<file path="config.mk">
export PLATFORM = sky130hd
export DESIGN_NAME = ttb_ram
export DESIGN_NICKNAME = d
export VERILOG_FILES = /design/src/hw/rtl/ttb_ram.sv
export SDC_FILE = /design/constraint.sdc
export NUM_CORES = 2
export LEC_CHECK = 0
export BUFFER_PORTS_ARGS = -buffer_cell sky130_fd_sc_hd__buf_2
export CAP_MARGIN = 20
export CELL_PAD_IN_SITES_DETAIL_PLACEMENT = 0
export CELL_PAD_IN_SITES_GLOBAL_PLACEMENT = 1
export CORE_MARGIN = 2
export CORE_UTILIZATION = 51
export CTS_CLUSTER_DIAMETER = 200
export CTS_CLUSTER_SIZE = 8
export DETAILED_ROUTE_END_ITERATION = 10
export GPL_TIMING_DRIVEN = 0
export HOLD_SLACK_MARGIN = 0.12
export PLACE_DENSITY = 0.83
export SETUP_SLACK_MARGIN = 0.15
export SLEW_MARGIN = 5
export SYNTH_ARGS = -nofsm -noshare
export SYNTH_HDL_FRONTEND = slang
export SYNTH_SLANG_ARGS = --single-unit
</file>
<file path="constraint.sdc">
create_clock -name clk -period 2.1 [get_ports clk]
set_input_delay 0.21 -clock clk [delete_from_list [all_inputs] [get_ports clk]]
set_output_delay 0.21 -clock clk [all_outputs]
set_load 0.03 [all_outputs]
</file>
<file path="src/hw/rtl/ttb_ram.sv">
// ----------------------------------------------------------------------------
// ttb_ram: generic single-write, single-read RAM
// One write port, one read port with registered data held while not read.
// ----------------------------------------------------------------------------
module ttb_ram #(
	parameter int WIDTH = 8,
	parameter int DEPTH = 256
) (
	input  logic                     clk,
	input  logic                     we,
	input  logic [$clog2(DEPTH)-1:0] waddr,
	input  logic [WIDTH-1:0]         wdata,
	input  logic                     re,
	input  logic [$clog2(DEPTH)-1:0] raddr,
	output logic [WIDTH-1:0]         rdata
);

	logic [WIDTH-1:0] mem [DEPTH];

	always_ff @(posedge clk) begin
		if (we) begin
			mem[waddr] <= wdata;
		end
		if (re) begin
			rdata <= mem[raddr];
		end
	end

endmodule

</file>
Word level (Yosys, flattened, before mapping):

Memory sizes are Yosys's and may differ from the RTL's. A register that Yosys moved wholly into a read port is not among the register bits.
Index checks and enable logic that the tools add are counted.

* muxes and demuxes: 2

Operator list (count)
* $mux W1: 2

* bits in registers: 0
* RAM bits: 2048
* input bits: 27
* output and inout port bits: 8
* word-level logic and storage cells: 3
* memories: 1

Memory list
* mem: words 256, bits a word 8, read ports 1, clocked after Yosys merged registers in 1, wr ports 1, line 18 `logic [WIDTH-1:0] mem [DEPTH];`

Longest topological paths before layout:

* depth in word-level cells: 2
* depth in mapped cells: 11
* depth with buffers taken out: 6

Worst setup path before layout:

OpenSTA, ideal clock, no wires.

* path type: in2reg
* start point: input port raddr[0]
* end point: register rdata[2] (read register of mem), data pin
* setup time: 0.269 ns
* arrival time: 2.017 ns
* required time: 1.831 ns
* path slack: -0.186 ns
* cell stages on the path: 9
* path buffers: 4
* path through: buf_6 > buf_12 > buf_8 > buf_2 > mux4_2 > a22oi_1 > a21oi_1 > nor4_1 > nor4_2

RTL lines
* start, declared: line 14 `input logic [$clog2(DEPTH)-1:0] raddr,`
* end, declared: line 15 `output logic [WIDTH-1:0] rdata`

==> flow_summary.toml <==
[global_route]
grt_pass1_vias = 43000
overflow = 0
met1_usage = 0.395
met2_usage = 0.455
busiest_layer = "met2"
grt_antenna_before_repair = 10
grt_pass1_wl_mm = 335
grt_usage = 0.308
grtUsageMet3 = 0.112
grt_start_max_net_pins = 160

[die]
row_count = 145
die_w_um = 399
die_h_um = 399
core_area_um2 = 156000
io_pins = 35
die_area_um2 = 159000
initial_utilization = 0.512

[logic_synthesis]
synth_nets = 3760
yosysMostFrequentCell = "edfxtp_1"
yosysTopAreaCell = "edfxtp_1"
synth_area_leaders = "edfxtp_1, mux4_2, mux2i_1"
ys_types = 54
yosys_warnings = 0
synth_ff_type = "edfxtp_1"
synth_commonest_cells = "edfxtp_1, mux4_2, nor2_1, mux2i_1, a22oi_1"
syn_area_um2 = 79600
synth_cells = 3733
syn_area_per_cell_um2 = 21.3
async_flop_share = 0
synth_top_area_share = 0.775
yosysSeqAreaShare = 0.775
synth_edf_count = 2056
synth_seq_cells = 2056

[placement]
portBuffers = 27
dp_slack_ns = -2.49
hpwl_mm = 155
routabilityCongestion = 0.988

[worst_setup_path]
cp-start-kind = "input pin"
slowest_stage = "a21oi_1"
cp-end-kind = "flip-flop"
cp_slowest_stage_delay_ns = 0.54
crit_buf_inv = 4
rr_startpoint = "mem[83][5]$_DFFE_PP_"
crit_start = "raddr[3]"
crit_top_cell = "buf_2"
critPathRequiredTime_ns = 2.72
crit_fanout = 10
critPathKind = "input pin to flip-flop"
worstPathCellList = "buf_2, buf_2, and2_1, buf_2, clkbuf_2, a22oi_1, a21oi_1, nor3_4, nor4_4"
path_delay_family = "buffers and inverters"
critPathArrivalTime_ns = 3.35

[detailed_routing]
drc = 0
routedWlPerCell_um = 39.5
ant_nets = 0
vias = 43700
via_per_inst = 7.04
dr.pass1.iters = 8
routed_wl_mm = 245
drtIter0Drc = 8056

[timing]
finalHoldViolCount = 0
fmax_mhz = 366
drv_slew = 0
relSlewSlack = 0.0670
final.setup.worst_slack_ns = -0.634
tightest_slew_ns = 1.40
rsz0062_at_grt = "yes"
fin_crit_ns = 2.73
period_share = 1.30
fin_skew_ns = 0.0703
setup_viol = 48

[cts]
ctsRootBufferMaster = "clkbuf_16"
clkSlewWorstSetupHoldPaths_ns = 0.05
numCtsBuffers = 306
cts_sinks = 2056
cts_buffer_depth = 4
cts_tree = "built"
clock_latency_ns = 0.95
htreeDepth = 5

[power]
ir_drop_uv = 1280
p_leak_nw = 29.0
power_mw = 93.0
power_density_nw_per_um2 = 994

[run_status]
outcome = "finished with violations"
violations = "negative setup slack"

[worst_hold_path]
min_path_type = "input pin to flip-flop"
hp-start = "waddr[1]"

[finish]
fin_nets = 4156
area_growth_pct = 17.5
final_layout_size_suffix_gt1_frac = 0.325

[job]
drv_cap = 0
==> per-stage QoR <==
| stage | instances | cell area, um^2 | TNS, ns | hold slack (ns) | utilization |
|---|---|---|---|---|---|
| global route | 6198 | 93500 | -3.71 | 0.124 | 0.601 |
| floorplan | 3733 | 80300 | -2.34 | 0.309 | - |
| global placement | 5818 | 83000 | -6947.08 | 0.631 | 0.533 |
| CTS | 6188 | 92800 | -3.56 | 0.121 | 0.596 |
| finish | 6203 | 93600 | -6.61 | 0.127 | 0.601 |
| detailed placement | 5853 | 83700 | -2064.88 | 0.638 | 0.538 |
==> worst min-delay path, stage by stage <==
cell and delay, ns:
clkbuf_2 0.23, nand3_1 0.27, nor2_2 0.16
==> logic make-up after synthesis <==
group | after synthesis | share of synthesized area
flops | 2056 | 0.775
mux | 591 | 0.146
simple gates | 466 | 0.0263
compound gates | 385 | 0.0342
buf+inv | 235 | 0.0183
==> power by group <==
part	switching, mW	leakage (nW)	internal (mW)	total (mW)
Combinational	3.69	6.62	1.72	5.41
Sequential	0.0341	18.5	45.4	45.4
Clock	16.3	3.88	25.9	42.2
Total	20.0	29.0	73.0	93.0
==> sequential cells by signal, summed over array words and instances, names as in the netlist <==
name and cells:
rdata 8, mem 2048
==> per-layer routing <==
layer | part of all wire | vias up
met5 | 0.000094 | -
met4 | 0.067 | 4
met3 | 0.15 | 806
met2 | 0.45 | 4009
met1 | 0.33 | 22500
li1 | - | 16400
==> what timing repair did <==
action	4_1_cts	5_1_grt
endpoints found under the setup margin	1466	912
pin swaps	9	22
hold buffers	12	4
gates resized for setup	259	192
endpoints found under the hold margin	1124	8
setup buffers	5	3
==> path summary, 6_finish.rpt <==
check	slack, ns	end	cells after the start
worst max-delay path	-0.63	rdata[2]$_DFFE_PP_	9
worst min-delay path	0.13	mem[147][7]$_DFFE_PP_	3
worst max register to register	-0.56	rdata[5]$_DFFE_PP_	7
worst min register to register	1.31	rdata[0]$_DFFE_PP_	5
==> area by class of cell <==
| cell class | instances | area [um^2] |
|---|---|---|
| fillers | 10400 | 62100 |
| flip-flops and latches | 2056 | 61700 |
| multi-input cells | 1442 | 18300 |
| clock buffers | 313 | 7830 |
| well taps | 2058 | 2570 |
| plain buffers | 232 | 1930 |
| repair buffers | 89 | 1120 |
| clock inverters | 5 | 43.8 |
| diodes | 6 | 15.0 |
| inverters | 2 | 7.51 |
==> layout by cell type (no fill, tap or decap), types with 9 or more instances in the layout <==
cell type      netlist  final
mux2i_1            134    134
dlygate4sd3_1        0     16
a211oi_1            16     11
nand3_1             34     27
clkbuf_2             0     53
mux4_2             454    454
o21ai_0             10      9
a21oi_2              0     15
buf_4               27     38
nor4_4               0     13
o22ai_1             28     28
a22oi_1            133    130
clkbuf_16            0    313
nor2_1             282     80
buf_12               8     26
buf_16               0     15
nand4_1             10     10
nor2_2               0     93
clkbuf_1           111     32
a21oi_1             96     81
o221ai_1            46     45
buf_8               13     36
nor2_4               0    109
edfxtp_1          2056   2056
nor4_2               3      9
clkbuf_4             0     20
nor2b_1             31     27
buf_2               31     51
buf_6               21     26
nand2_1             33     31
o211ai_1            10     10
Power figures use the tool's default switching activity.
